$ cat src/rtl/pai_pkg.sv
package pai_pkg;

    localparam int MAX_FRAMES = 16;
    localparam int IDX_W      = $clog2(MAX_FRAMES);
    localparam int CNT_W      = IDX_W + 1;
    localparam int TIME_W     = 32;
    localparam int VAL_W      = 24;
    localparam int INTERP_W   = 2;
    localparam int ENTRY_W    = TIME_W + VAL_W + INTERP_W;
    localparam int DT_W       = 17;
    localparam logic [DT_W-1:0] DT_ONE     = 17'd65536;
    localparam logic [DT_W-1:0] STEP_LIMIT = 17'd65530;

    localparam logic [INTERP_W-1:0] INTERP_LINEAR = 2'd0;
    localparam logic [INTERP_W-1:0] INTERP_GAP    = 2'd1;
    localparam logic [INTERP_W-1:0] INTERP_STEP   = 2'd2;
    localparam logic [INTERP_W-1:0] INTERP_CUBIC  = 2'd3;

    typedef struct packed {
        logic [TIME_W-1:0]   ftime;
        logic [VAL_W-1:0]    fvalue;
        logic [INTERP_W-1:0] finterp;
    } entry_t;

    typedef enum logic [4:0] {
        ST_IDLE,
        ST_INS_RD,
        ST_INS_CHK,
        ST_INS_SHIFT,
        ST_INS_WR,
        ST_TK_RD,
        ST_TK_CHK,
        ST_TK_RD0,
        ST_TK_RD1,
        ST_TK_RD2,
        ST_TK_RD3,
        ST_TK_DIV,
        ST_TK_EVAL,
        ST_DROP_RD,
        ST_DROP_WR,
        ST_OUT
    } state_t;

    typedef struct packed {
        logic               start;
        logic [TIME_W-1:0]  num;
        logic [TIME_W-1:0]  den;
    } div_req_t;

    typedef struct packed {
        logic               done;
        logic [DT_W-1:0]    quot;
    } div_rsp_t;

    function automatic logic signed [VAL_W-1:0] sat24(input logic signed [35:0] v);
        logic signed [VAL_W-1:0] r;
        r = v[VAL_W-1:0];
        if (v > 36'sd8388607) begin
            r = 24'sh7FFFFF;
        end else if (v < -36'sd8388608) begin
            r = 24'sh800000;
        end
        return r;
    endfunction

endpackage

$ cat src/rtl/pai_ram.sv
module pai_ram #(
    parameter int WIDTH = 8,
    parameter int DEPTH = 16
) (
    input  logic                     aclk,
    input  logic                     we,
    input  logic [$clog2(DEPTH)-1:0] waddr,
    input  logic [WIDTH-1:0]         wdata,
    input  logic [$clog2(DEPTH)-1:0] raddr,
    output logic [WIDTH-1:0]         rdata
);

    logic [WIDTH-1:0] mem [DEPTH];

    always_ff @(posedge aclk) begin
        if (we) begin
            mem[waddr] <= wdata;
        end
        rdata <= mem[raddr];
    end

endmodule

$ cat src/rtl/pai_div.sv
module pai_div (
    input  logic              aclk,
    input  logic              aresetn,
    input  pai_pkg::div_req_t req,
    output pai_pkg::div_rsp_t rsp
);

    localparam int W = pai_pkg::TIME_W;

    logic [W:0]   rem_reg, rem_next;
    logic [W-1:0] den_reg, den_next;
    logic [W-1:0] num_reg, num_next;
    logic [pai_pkg::DT_W-1:0] q_reg, q_next;
    logic [5:0]   cnt_reg, cnt_next;
    logic         busy_reg, busy_next;
    logic         done_reg, done_next;
    logic [W+1:0] trial;
    logic [W:0]   shifted;

    always_comb begin
        rem_next  = rem_reg;
        den_next  = den_reg;
        num_next  = num_reg;
        q_next    = q_reg;
        cnt_next  = cnt_reg;
        busy_next = busy_reg;
        done_next = 1'b0;
        shifted   = {rem_reg[W-1:0], num_reg[W-1]};
        trial     = {1'b0, shifted} - {2'b00, den_reg};
        if (req.start) begin
            rem_next  = '0;
            den_next  = req.den;
            num_next  = req.num;
            q_next    = '0;
            cnt_next  = 6'd48;
            busy_next = 1'b1;
        end else if (busy_reg) begin
            num_next = {num_reg[W-2:0], 1'b0};
            if (!trial[W+1]) begin
                rem_next = trial[W:0];
                q_next   = {q_reg[pai_pkg::DT_W-2:0], 1'b1};
            end else begin
                rem_next = shifted;
                q_next   = {q_reg[pai_pkg::DT_W-2:0], 1'b0};
            end
            if ((q_next != '0 && q_reg[pai_pkg::DT_W-1]) || q_reg > pai_pkg::DT_ONE) begin
                q_next = pai_pkg::DT_ONE;
            end
            cnt_next = cnt_reg - 6'd1;
            if (cnt_reg == 6'd1) begin
                busy_next = 1'b0;
                done_next = 1'b1;
            end
        end
    end

    always_ff @(posedge aclk) begin
        if (!aresetn) begin
            busy_reg <= 1'b0;
            done_reg <= 1'b0;
            cnt_reg  <= '0;
        end else begin
            busy_reg <= busy_next;
            done_reg <= done_next;
            cnt_reg  <= cnt_next;
        end
        rem_reg <= rem_next;
        den_reg <= den_next;
        num_reg <= num_next;
        q_reg   <= q_next;
    end

    assign rsp.done = done_reg;
    assign rsp.quot = (q_reg > pai_pkg::DT_ONE) ? pai_pkg::DT_ONE : q_reg;

endmodule

$ cat src/rtl/pai_eval.sv
module pai_eval (
    input  logic                              aclk,
    input  logic                              aresetn,
    input  logic                              start,
    input  logic [pai_pkg::INTERP_W-1:0]      interp,
    input  logic [pai_pkg::DT_W-1:0]          dt,
    input  logic signed [pai_pkg::VAL_W-1:0]  p0,
    input  logic signed [pai_pkg::VAL_W-1:0]  p1,
    input  logic signed [pai_pkg::VAL_W-1:0]  p2,
    input  logic signed [pai_pkg::VAL_W-1:0]  p3,
    output logic                              done,
    output logic signed [pai_pkg::VAL_W-1:0]  result
);

    logic signed [35:0] acc_reg, acc_next;
    logic signed [47:0] prod_reg, prod_next;
    logic signed [35:0] c2_reg, c1_reg, c0_reg;
    logic [2:0]         ph_reg, ph_next;
    logic               busy_reg, busy_next;
    logic               done_reg, done_next;
    logic signed [pai_pkg::VAL_W-1:0] res_reg, res_next;
    logic signed [17:0] dts;
    logic signed [35:0] rnd;
    logic signed [35:0] lin;
    logic signed [35:0] fin;
    logic signed [35:0] e0, e1, e2, e3;

    assign dts = {1'b0, dt};
    assign e0  = 36'(p0);
    assign e1  = 36'(p1);
    assign e2  = 36'(p2);
    assign e3  = 36'(p3);
    assign rnd = 36'((prod_reg + 48'sd32768) >>> 16);
    assign fin = (acc_reg + 36'sd1) >>> 1;
    assign lin = e1 + rnd;

    always_comb begin
        acc_next  = acc_reg;
        prod_next = prod_reg;
        ph_next   = ph_reg;
        busy_next = busy_reg;
        done_next = 1'b0;
        res_next  = res_reg;
        if (start) begin
            busy_next = 1'b1;
            ph_next   = 3'd0;
            if (interp == pai_pkg::INTERP_CUBIC) begin
                acc_next = -e0 + 36'sd3 * e1 - 36'sd3 * e2 + e3;
            end else begin
                acc_next = e2 - e1;
            end
        end else if (busy_reg) begin
            case (ph_reg)
                3'd0: begin
                    prod_next = 48'(acc_reg) * 48'(dts);
                    ph_next   = 3'd1;
                end
                3'd1: begin
                    if (interp == pai_pkg::INTERP_LINEAR) begin
                        res_next  = pai_pkg::sat24(lin);
                        busy_next = 1'b0;
                        done_next = 1'b1;
                    end else begin
                        acc_next = rnd + c2_reg;
                        ph_next  = 3'd2;
                    end
                end
                3'd2: begin
                    prod_next = 48'(acc_reg) * 48'(dts);
                    ph_next   = 3'd3;
                end
                3'd3: begin
                    acc_next = rnd + c1_reg;
                    ph_next  = 3'd4;
                end
                3'd4: begin
                    prod_next = 48'(acc_reg) * 48'(dts);
                    ph_next   = 3'd5;
                end
                3'd5: begin
                    acc_next = rnd + c0_reg;
                    ph_next  = 3'd6;
                end
                default: begin
                    res_next  = pai_pkg::sat24(fin);
                    busy_next = 1'b0;
                    done_next = 1'b1;
                end
            endcase
            if (interp == pai_pkg::INTERP_GAP) begin
                res_next  = '0;
                busy_next = 1'b0;
                done_next = 1'b1;
            end else if (interp == pai_pkg::INTERP_STEP) begin
                res_next  = (dt < pai_pkg::STEP_LIMIT) ? p1 : p2;
                busy_next = 1'b0;
                done_next = 1'b1;
            end
        end
    end

    always_ff @(posedge aclk) begin
        if (!aresetn) begin
            busy_reg <= 1'b0;
            done_reg <= 1'b0;
            ph_reg   <= '0;
        end else begin
            busy_reg <= busy_next;
            done_reg <= done_next;
            ph_reg   <= ph_next;
        end
        acc_reg  <= acc_next;
        prod_reg <= prod_next;
        res_reg  <= res_next;
        if (start) begin
            c2_reg <= 36'sd2 * e0 - 36'sd5 * e1 + 36'sd4 * e2 - e3;
            c1_reg <= e2 - e0;
            c0_reg <= 36'sd2 * e1;
        end
    end

    assign done   = done_reg;
    assign result = res_reg;

endmodule

$ cat src/rtl/parameter_automation_interpolator_top.sv
// Keyframe automation lane: a time-sorted table of up to 16 keyframes with
// linear, gap, step and Catmull-Rom cubic interpolation.
// Input channel (s_axis_*): one transaction is either an insert (tuser = 1)
// carrying key_time, key_value and key_interp, or a tick (tuser = 0)
// carrying sample_time. Every input transaction yields exactly one output
// transaction on m_axis_*.
// An insert walks the table with a read and a compare per entry and shifts
// the tail one entry per cycle. A tick walks the table, reads up to four
// neighbors, runs a restoring divide for dt (skipped for equal keyframe
// times) and a Horner evaluation on a single multiplier; a head drop moves
// every later entry down one slot. A tick without both neighbors returns
// after the walk and any head drop. One transaction is in flight at a time.
// Reset clears the keyframe count; table contents need no clearing.
// When the receiver stalls, the result holds in the output register and
// the block waits; no new input is taken until it is delivered.
module parameter_automation_interpolator_top (
    input  logic         aclk,
    input  logic         aresetn,
    input  logic         s_axis_tvalid,
    output logic         s_axis_tready,
    // [31:0] sample_time, [63:32] key_time, [87:64] key_value, [89:88] key_interp
    input  logic [95:0]  s_axis_tdata,
    // [0] mode
    input  logic         s_axis_tuser,
    output logic         m_axis_tvalid,
    input  logic         m_axis_tready,
    // [23:0] out_value
    output logic [23:0]  m_axis_tdata,
    // [0] out_valid, [1] insert_ok
    output logic [1:0]   m_axis_tuser
);

    localparam int IW = pai_pkg::IDX_W;
    localparam int CW = pai_pkg::CNT_W;

    pai_pkg::state_t st_reg, st_next;

    logic [CW-1:0] cnt_reg, cnt_next;
    logic [CW-1:0] pos_reg, pos_next;
    logic [CW-1:0] k_reg, k_next;
    logic [31:0]   t_reg;
    pai_pkg::entry_t key_reg;
    pai_pkg::entry_t carry_reg, carry_next;
    pai_pkg::entry_t prev_reg, cur_reg;
    logic signed [23:0] p0_reg, p3_reg;
    logic          have_p0_reg, have_p3_reg;
    logic          valid_reg, valid_next;
    logic          ok_reg, ok_next;
    logic [23:0]   val_reg, val_next;
    logic          ovalid_reg, ovalid_next;

    logic          we;
    logic [IW-1:0] waddr, raddr;
    pai_pkg::entry_t wdata, rdata;

    pai_pkg::div_req_t dreq;
    pai_pkg::div_rsp_t drsp;
    logic          ev_start, ev_done;
    logic          ev_start_reg;
    logic signed [23:0] ev_res;
    logic [pai_pkg::DT_W-1:0] dt_reg;

    pai_ram #(.WIDTH(pai_pkg::ENTRY_W), .DEPTH(pai_pkg::MAX_FRAMES)) u_ram (
        .aclk(aclk), .we(we), .waddr(waddr), .wdata(wdata),
        .raddr(raddr), .rdata(rdata)
    );

    pai_div u_div (.aclk(aclk), .aresetn(aresetn), .req(dreq), .rsp(drsp));

    pai_eval u_eval (
        .aclk(aclk), .aresetn(aresetn), .start(ev_start),
        .interp(cur_reg.finterp), .dt(dt_reg),
        .p0(have_p0_reg ? p0_reg : signed'(prev_reg.fvalue)),
        .p1(signed'(prev_reg.fvalue)),
        .p2(signed'(cur_reg.fvalue)),
        .p3(have_p3_reg ? p3_reg : signed'(cur_reg.fvalue)),
        .done(ev_done), .result(ev_res)
    );

    assign s_axis_tready = (st_reg == pai_pkg::ST_IDLE);
    assign m_axis_tvalid = ovalid_reg;
    assign m_axis_tdata  = val_reg;
    assign m_axis_tuser  = {ok_reg, valid_reg};
    assign ev_start      = ev_start_reg;

    // next state
    always_comb begin
        st_next = st_reg;
        case (st_reg)
            pai_pkg::ST_IDLE: begin
                if (s_axis_tvalid) begin
                    if (s_axis_tuser) begin
                        st_next = (cnt_reg >= CW'(pai_pkg::MAX_FRAMES)) ? pai_pkg::ST_OUT
                                  : pai_pkg::ST_INS_RD;
                    end else begin
                        st_next = pai_pkg::ST_TK_RD;
                    end
                end
            end
            pai_pkg::ST_INS_RD:  st_next = (pos_reg < cnt_reg) ? pai_pkg::ST_INS_CHK
                                            : pai_pkg::ST_INS_WR;
            pai_pkg::ST_INS_CHK: st_next = (rdata.ftime < key_reg.ftime) ? pai_pkg::ST_INS_RD
                                            : pai_pkg::ST_INS_SHIFT;
            pai_pkg::ST_INS_SHIFT: st_next = (k_reg + CW'(1) >= cnt_reg) ? pai_pkg::ST_INS_WR
                                              : pai_pkg::ST_INS_SHIFT;
            pai_pkg::ST_INS_WR:  st_next = pai_pkg::ST_OUT;
            pai_pkg::ST_TK_RD:   st_next = (pos_reg < cnt_reg) ? pai_pkg::ST_TK_CHK
                                            : pai_pkg::ST_TK_RD0;
            pai_pkg::ST_TK_CHK:  st_next = (rdata.ftime < t_reg) ? pai_pkg::ST_TK_RD
                                            : pai_pkg::ST_TK_RD0;
            pai_pkg::ST_TK_RD0: begin
                if (pos_reg >= CW'(1) && pos_reg < cnt_reg) begin
                    st_next = pai_pkg::ST_TK_RD1;
                end else begin
                    st_next = (pos_reg >= CW'(3)) ? pai_pkg::ST_DROP_RD : pai_pkg::ST_OUT;
                end
            end
            pai_pkg::ST_TK_RD1:  st_next = pai_pkg::ST_TK_RD2;
            pai_pkg::ST_TK_RD2:  st_next = pai_pkg::ST_TK_RD3;
            pai_pkg::ST_TK_RD3:  st_next = pai_pkg::ST_TK_DIV;
            pai_pkg::ST_TK_DIV:  st_next = (drsp.done || dt_reg == pai_pkg::DT_ONE)
                                            ? pai_pkg::ST_TK_EVAL : pai_pkg::ST_TK_DIV;
            pai_pkg::ST_TK_EVAL: begin
                if (ev_done) begin
                    st_next = (pos_reg >= CW'(3)) ? pai_pkg::ST_DROP_RD : pai_pkg::ST_OUT;
                end
            end
            pai_pkg::ST_DROP_RD: st_next = (k_reg + CW'(1) < cnt_reg) ? pai_pkg::ST_DROP_WR
                                            : pai_pkg::ST_OUT;
            pai_pkg::ST_DROP_WR: st_next = pai_pkg::ST_DROP_RD;
            pai_pkg::ST_OUT:     st_next = m_axis_tready ? pai_pkg::ST_IDLE : pai_pkg::ST_OUT;
            default:             st_next = pai_pkg::ST_IDLE;
        endcase
    end

    // datapath and outputs
    always_comb begin
        cnt_next    = cnt_reg;
        pos_next    = pos_reg;
        k_next      = k_reg;
        carry_next  = carry_reg;
        valid_next  = valid_reg;
        ok_next     = ok_reg;
        val_next    = val_reg;
        ovalid_next = ovalid_reg;
        we          = 1'b0;
        waddr       = k_reg[IW-1:0];
        wdata       = carry_reg;
        raddr       = pos_reg[IW-1:0];
        dreq.start  = 1'b0;
        dreq.num    = t_reg - prev_reg.ftime;
        dreq.den    = cur_reg.ftime - prev_reg.ftime;
        case (st_reg)
            pai_pkg::ST_IDLE: begin
                pos_next   = '0;
                valid_next = 1'b0;
                ok_next    = 1'b0;
                val_next   = '0;
            end
            pai_pkg::ST_INS_RD: begin
                raddr = pos_reg[IW-1:0];
            end
            pai_pkg::ST_INS_CHK: begin
                if (rdata.ftime < key_reg.ftime) begin
                    pos_next = pos_reg + CW'(1);
                end else begin
                    carry_next = rdata;
                    k_next     = pos_reg;
                end
                raddr = pos_reg[IW-1:0] + IW'(1);
            end
            pai_pkg::ST_INS_SHIFT: begin
                // carry holds entry k; rdata holds entry k+1
                we         = 1'b1;
                waddr      = IW'(k_reg + CW'(1));
                wdata      = carry_reg;
                carry_next = rdata;
                k_next     = k_reg + CW'(1);
                raddr      = IW'(k_reg + CW'(2));
            end
            pai_pkg::ST_INS_WR: begin
                we       = 1'b1;
                waddr    = pos_reg[IW-1:0];
                wdata    = key_reg;
                cnt_next = cnt_reg + CW'(1);
                ok_next  = 1'b1;
            end
            pai_pkg::ST_TK_CHK: begin
                if (rdata.ftime < t_reg) begin
                    pos_next = pos_reg + CW'(1);
                end
            end
            pai_pkg::ST_TK_RD0: begin
                raddr = IW'(pos_reg - CW'(1));
            end
            pai_pkg::ST_TK_RD1: begin
                raddr = pos_reg[IW-1:0];
            end
            pai_pkg::ST_TK_RD2: begin
                raddr = IW'(pos_reg - CW'(2));
            end
            pai_pkg::ST_TK_RD3: begin
                raddr = IW'(pos_reg + CW'(1));
            end
            pai_pkg::ST_TK_DIV: begin
                dreq.start = (prev_reg.ftime != cur_reg.ftime) && !drsp.done
                             && (dt_reg == '1);
            end
            pai_pkg::ST_TK_EVAL: begin
                if (ev_done) begin
                    valid_next = 1'b1;
                    val_next   = ev_res;
                    k_next     = '0;
                end
            end
            pai_pkg::ST_DROP_RD: begin
                raddr = IW'(k_reg + CW'(1));
                if (k_reg + CW'(1) >= cnt_reg) begin
                    cnt_next = cnt_reg - CW'(1);
                end
            end
            pai_pkg::ST_DROP_WR: begin
                we     = 1'b1;
                waddr  = k_reg[IW-1:0];
                wdata  = rdata;
                k_next = k_reg + CW'(1);
            end
            pai_pkg::ST_OUT: begin
                ovalid_next = !m_axis_tready;
            end
            default: begin
            end
        endcase
        if (st_reg == pai_pkg::ST_TK_RD0 && st_next == pai_pkg::ST_DROP_RD) begin
            k_next = '0;
        end
        if (st_reg != pai_pkg::ST_OUT && st_next == pai_pkg::ST_OUT) begin
            ovalid_next = 1'b1;
        end
        if (st_reg == pai_pkg::ST_INS_RD && st_next == pai_pkg::ST_INS_WR) begin
            k_next = pos_reg;
        end
    end

    always_ff @(posedge aclk) begin
        if (!aresetn) begin
            st_reg     <= pai_pkg::ST_IDLE;
            cnt_reg    <= '0;
            ovalid_reg <= 1'b0;
        end else begin
            st_reg     <= st_next;
            cnt_reg    <= cnt_next;
            ovalid_reg <= ovalid_next;
        end
        pos_reg   <= pos_next;
        k_reg     <= k_next;
        carry_reg <= carry_next;
        valid_reg <= valid_next;
        ok_reg    <= ok_next;
        val_reg   <= val_next;
        if (st_reg == pai_pkg::ST_IDLE) begin
            t_reg         <= s_axis_tdata[31:0];
            key_reg.ftime   <= s_axis_tdata[63:32];
            key_reg.fvalue  <= s_axis_tdata[87:64];
            key_reg.finterp <= s_axis_tdata[89:88];
        end
        if (st_reg == pai_pkg::ST_TK_RD1) begin
            prev_reg <= rdata;
        end
        if (st_reg == pai_pkg::ST_TK_RD2) begin
            cur_reg <= rdata;
        end
        if (st_reg == pai_pkg::ST_TK_RD3) begin
            p0_reg      <= signed'(rdata.fvalue);
            have_p0_reg <= (pos_reg >= CW'(2));
            dt_reg      <= '1;
        end
        if (st_reg == pai_pkg::ST_TK_DIV) begin
            if (dt_reg == '1) begin
                p3_reg      <= signed'(rdata.fvalue);
                have_p3_reg <= (pos_reg + CW'(1) < cnt_reg);
                if (prev_reg.ftime == cur_reg.ftime) begin
                    dt_reg <= pai_pkg::DT_ONE;
                end else begin
                    dt_reg <= {pai_pkg::DT_W{1'b1}} - 17'd1;
                end
            end else if (drsp.done) begin
                dt_reg <= drsp.quot;
            end
        end
        if (st_reg == pai_pkg::ST_TK_DIV && st_next == pai_pkg::ST_TK_EVAL) begin
            ev_start_reg <= 1'b1;
        end else begin
            ev_start_reg <= 1'b0;
        end
    end

endmodule
$ cat config.mk
export PLATFORM = sky130hd
export DESIGN_NAME = parameter_automation_interpolator_top
export DESIGN_NICKNAME = d
export VERILOG_FILES = /design/src/rtl/pai_pkg.sv /design/src/rtl/pai_ram.sv /design/src/rtl/pai_div.sv /design/src/rtl/pai_eval.sv /design/src/rtl/parameter_automation_interpolator_top.sv
export SDC_FILE = /design/constraint.sdc
export NUM_CORES = 2
export LEC_CHECK = 0
export ABC_AREA = 1
export BUFFER_PORTS_ARGS = -buffer_cell sky130_fd_sc_hd__clkbuf_2
export CORE_MARGIN = 5
export CORE_UTILIZATION = 40
export CTS_BUF_LIST = sky130_fd_sc_hd__clkbuf_8 sky130_fd_sc_hd__clkbuf_16
export DETAILED_ROUTE_END_ITERATION = 6
export PLACE_DENSITY_LB_ADDON = 0.08
export SYNTH_ARGS = -nofsm -noshare
export SYNTH_HDL_FRONTEND = slang
export SYNTH_HIERARCHICAL = 1
export SYNTH_SLANG_ARGS = --single-unit
$ cat constraint.sdc
create_clock -name aclk -period 6.66 [get_ports aclk]
set_clock_uncertainty 0.2 [all_clocks]
set_input_delay 0.666 -clock aclk [delete_from_list [all_inputs] [get_ports aclk]]
set_output_delay 0.666 -clock aclk [all_outputs]
set_load 0.02 [all_outputs]
### Word-level counts from Yosys, hierarchy flattened

Memories as Yosys holds them, arrays and structs flattened. A register that Yosys moved wholly into a read port is not among the register bits.
Index checks and enable logic that the tools add are counted.

| word-level totals | value |
|---|---|
| register bits after elaboration | 707 |
| memories kept | 1 |
| bits in writable memories | 928 |

Memory list:

| name | depth | width | rd ports | clocked after Yosys merged registers in | wr ports | RTL line | text |
|---|---|---|---|---|---|---|---|
| u_ram.mem | 16 | 58 | 1 | 1 | 1 | pai_ram.sv:13 | `logic [WIDTH-1:0] mem [DEPTH];` |

| cells by class | value |
|---|---|
| muxes and demuxes | 88 |
| equality and inequality tests | 44 |
| bitwise operators | 4 |
| magnitude comparators | 16 |
| $add $sub $neg | 27 |
| reductions and logical operators | 45 |
| multipliers | 4 |

Operator list:

| operator | count |
|---|---|
| $mux W24 | 10 |
| $pmux W58 S2 | 2 |
| $mux W36 | 4 |
| $mux W17 | 8 |
| $pmux W36 S3 | 1 |
| $mux W32 | 3 |
| $pmux W24 S2 | 2 |
| $pmux W5 S16 | 1 |
| $add A32 B36 Y36 | 2 |
| $lt A32 B32 Y1 | 2 |
| $sub A32 B32 Y32 | 2 |
| $mux W58 | 1 |
| $eq A5 B4 Y1 const B | 11 |
| $mul A3 B24 Y27 const A | 2 |
| $sub A24 B24 Y25 | 2 |
| $add A48 B17 Y48 const B | 1 |
| $mul A36 B18 Y48 | 1 |
| $mux W5 | 9 |
| $add A36 B2 Y36 const B | 1 |
| $add A36 B24 Y36 | 1 |
| $add A36 B26 Y36 | 1 |
| $add A36 B36 Y36 | 1 |
| $gt A36 B24 Y1 const B | 1 |
| $lt A36 B24 Y1 const B | 1 |
| 75 further kinds | 158 |

### Logic depth before layout (Yosys ltp)

| depth | value |
|---|---|
| word-level depth | 9 |
| depth in mapped cells | 34 |
| depth with buffers taken out | 33 |

### Modules after synthesis

The synthesis kept the hierarchy.

Modules (own cells, without submodules):

| module | cells an instance | times used | area an instance (um2) |
|---|---|---|---|
| pai_eval | 6,353 | 1 | 47,030.1 |
| pai_ram | 3,819 | 1 | 41,014.3 |
| parameter_automation_interpolator_top | 2,003 | 1 | 20,276.9 |
| pai_div | 1,111 | 1 | 7,638.6 |

### Least setup slack after synthesis

No wires, ideal clock.

| timing path | value |
|---|---|
| path type | reg-to-reg |
| start point | register u_eval.acc_reg[12] |
| end point | register u_eval.prod_reg[37] (data pin) |
| arrival time | 5.836 ns |
| data required time | 6.202 ns |
| setup slack | 0.366 ns |
| period minus slack after synthesis | 6.294 ns |
| stages on the path, launching flop included | 24 |
| setup time | 0.258 ns |
| path through | edfxtp_1 > clkbuf_1 > buf_1 > nand2_1 > fa_1 > inv_1 > fa_1 > fa_1 > fa_1 > fa_1 > inv_1 > fa_1 > inv_1 > ha_1 > nand2_1 > nor2_1 > inv_1 > nor2_1 > inv_1 > nor4_1 > a21oi_1 > o21ai_0 > a21oi_1 > xnor2_1 |

| on the way | value |
|---|---|
| longest elaborated chain between the ends | 1 |

RTL lines:

| element | RTL line | text |
|---|---|---|
| start, declared | pai_eval.sv:15 | `logic signed [35:0] acc_reg, acc_next;` |
| start signal, assigned | pai_eval.sv:112 | `acc_reg <= acc_next;` |
| $mul A36 B18 Y48 | pai_eval.sv:55, pai_eval.sv:69, pai_eval.sv:77 |  |
| end signal, assigned | pai_eval.sv:113 | `prod_reg <= prod_next;` |
| end, declared | pai_eval.sv:16 | `logic signed [47:0] prod_reg, prod_next;` |

Every way passes these cells.
A chain may end at the register's enable or synchronous reset.

### Final worst setup path

| timing path | value |
|---|---|
| start point | register u_eval.acc_reg[35] |
| end point | register u_eval.prod_reg[47] (data pin) |

Same word-level chain as after synthesis.

==> results_dict.tcl <==
set metrics [dict create \
    clock.fmax_mhz 155 \
    synth_seq_cells 1662 \
    cp_max_fo 10 \
    drtIter0Drc 6762 \
    ys_top_cells_by_area "edfxtp_1, fa_1, nand2_1" \
    cp-end-kind "flop" \
    yosysTopAreaCell "edfxtp_1" \
    portBuffers 122 \
    rows 197 \
    synth_most_common_cell "nand2_1" \
    synth.yosys.warnings 6 \
    crit_arrival_ns 6.87 \
    synth_edf_count 1513 \
    clk_path_buf_depth 4 \
    gp_congestion 0.964 \
    core_um2 288000 \
    initial_core_util_pct 40.2 \
    synth_flop_cell "edfxtp_1" \
    timing.hold.ws_ns 0.186 \
    cts_tree "built" \
    power_density_nw_per_um2 270 \
    hp-class "input pin to flop" \
    overflow 0 \
    grt_pass1_vias 87600 \
    cts_made_buffers 194 \
    failed_checks "DRC" \
    num_vias 88300 \
    syn_nets 14700 \
    ys_seq_area_share_pct 41.8 \
    cts-htree-levels 4 \
    fillers 28100 \
    drt_pass1_iterations 7 \
    syn_avg_cell_area_um2 8.73 \
    cts_sinks 1662 \
    ys_top_cells_by_count "nand2_1, inv_1, edfxtp_1, nand3_1, fa_1" \
    die_y_um 548 \
    crit_type "flop to flop" \
    power.leakage_nw 62.2 \
    drc_errors 2 \
    max_cap_violations 0 \
    cts_root_buffer "clkbuf_16" \
    slew_violations 0 \
    clkTransAtPathRegs_ns 0.07 \
    cp-start-kind "flop" \
    syn_to_final_growth_pct 12.1 \
    top_register "u_ram/mem" \
    grt_use_total_pct 24.7 \
    slew_headroom_pct 10.9 \
    async_reset_ff_share_pct 0 \
    setup_viol 0 \
    nets 15000 \
    synth_top_cell_area_share_pct 39.2 \
    p_total_w 0.0351 \
    wl_per_cell_um 21.5 \
    synth_cells 13300 \
    setup_tns_ns 0 \
    clk_latency_ns 0.86 \
    status "complete, but fails checks" \
    die_w_um 548 \
    synth_cell_types 72 \
    grt_start_max_net_pins 199 \
    netlist_area_um2 116000 \
    ant_nets 0 \
    worstMarginPinSlew_ns 1.33 \
    drive_gt1_share_pct 7.15 \
    grt_pass1_wl_um 563000 \
    cp_data_required_time_ns 7.10 \
    hpwlAfterDp_um 272000 \
    ioPinCount 129 \
    viasPerCell 5.04 \
    fin_crit_ns 6.43 \
    hold_viol 0 \
    antenna_found_initial 17 \
    grt_setup_unrepaired "yes" \
    dieArea_um2 301000 \
    largest_reg_flops 928 \
    ir_drop_v 0.000239 \
    wirelength_um 377000 \
    period_share_pct 96.6 \
]
==> path summary, 6_finish.rpt <==
check                                               startpoint                             end  slack [ns]  cells past startpoint
worst max-delay path              u_eval/acc_reg[35]$_DFFE_PP_   u_eval/prod_reg[47]$_DFFE_PP_        0.23                     21
worst min-delay path                              s_axis_tuser            st_reg[2]$_SDFF_PN0_        0.19                      6
worst max register to register    u_eval/acc_reg[35]$_DFFE_PP_   u_eval/prod_reg[47]$_DFFE_PP_        0.23                     21
worst min register to register  u_div/rem_reg[24]$_SDFFE_PP0P_  u_div/rem_reg[24]$_SDFFE_PP0P_        0.28                      2
==> where the power goes <==
| part | total, W | internal (W) | switching [W] |
|---|---|---|---|
| clock | 0.0107 | 0.00622 | 0.00448 |
| combinational | 0.0118 | 0.00421 | 0.00762 |
| sequential | 0.0126 | 0.0121 | 0.000452 |
| total | 0.0351 | 0.0225 | 0.0126 |
==> cells in the final DEF, fill, tap and decap left out, drive strengths merged, types with 39 or more instances in the layout <==
master       synthesis  routed
a21o                39      39
buf                277     327
fa                 715     715
dlygate4sd3          0      90
o21ai              369     369
o21bai              42      42
clkbuf             163     323
ha                 608     608
o211ai              53      53
edfxtp            1513    1513
nand3             1026    1026
nand4               95      95
a21oi              500     500
mux2                48      48
clkinv               2      86
xor2               174     174
nor3                72      72
nand2             3619    3619
a31oi               57      57
xnor2              112     112
nor2               560     560
inv               2907    2946
dfxtp              149     149
==> repair_timing <==
action,4_1_cts,5_1_grt
setup endpoints to repair,2,18
pin swaps,0,5
gates resized for setup,1,23
gates cloned,0,1
hold buffers,89,1
setup buffers,0,10
endpoints found under the hold margin,89,1
==> through the flow <==
| step | instances | utilization, % | setup slack [ns] | area (um2) |
|---|---|---|---|---|
| 2_1_floorplan | 13300 | - | 0.366 | 116000 |
| 3_5_place_dp | 17100 | 42.5 | 0.0462 | 122000 |
| 6_report | 17500 | 45.1 | 0.229 | 130000 |
| 4_1_cts | 17500 | 45.0 | 0.0227 | 130000 |
| 3_3_place_gp | 17100 | 42.5 | 0.0328 | 122000 |
| 5_1_grt | 17500 | 45.1 | -0.0470 | 130000 |
==> kinds of logic (layout without fill, tap and decap cells) <==
family	count (synthesis)	in the layout	synth area share (%)
xor gates and xnor gates	286	286	2.16
adders and majority gates	1323	1323	18.9
and+or+nand+nor	5463	5463	19.6
buffers and inverters	3349	3806	11.4
AOI/OAI and AO/OA	1154	1154	5.64
DFF	1662	1662	41.8
muxes	48	48	0.466
other	1	10	0.00323
==> routing by layer <==
layer  vias to the layer above  routed length [um]  share of wire (%)  GRT usage (%)
met5                         -                   0                  0              0
met4                         0               11400                3.0           6.59
met3                       453               18500                4.9           2.60
met2                      2214              175000                 46           40.6
met1                     43200              173000                 46           34.9
li1                      42500                   -                  -              -
==> layout make-up <==
type	instances	area, um2	share of cell area [%]
inverters	2909	10900	8.42
well taps	3781	4730	3.64
multi-input cells	8275	54600	42.0
flip-flops and latches	1662	48400	37.3
repair buffers	540	4920	3.78
clock inverters	157	1400	1.08
diodes	9	22.5	0.0173
clock buffers	200	4960	3.82
==> critical path: stages, from the launching register on <==
cell and delay, ns:
edfxtp_1 0.60, nand2_1 0.21, inv_1 0.08, fa_1 0.52
buf_4 0.15, fa_2 0.48, buf_4 0.18, fa_1 0.53
inv_1 0.05, fa_1 0.48, fa_1 0.55, inv_1 0.05
fa_1 0.59, ha_1 0.38, inv_1 0.08, nor3_2 0.26
nand2_1 0.12, nor3_1 0.16, buf_4 0.14, nand4_1 0.09
nand3_1 0.10, xor2_1 0.22
No activity file was read; power rests on OpenSTA's default activity.
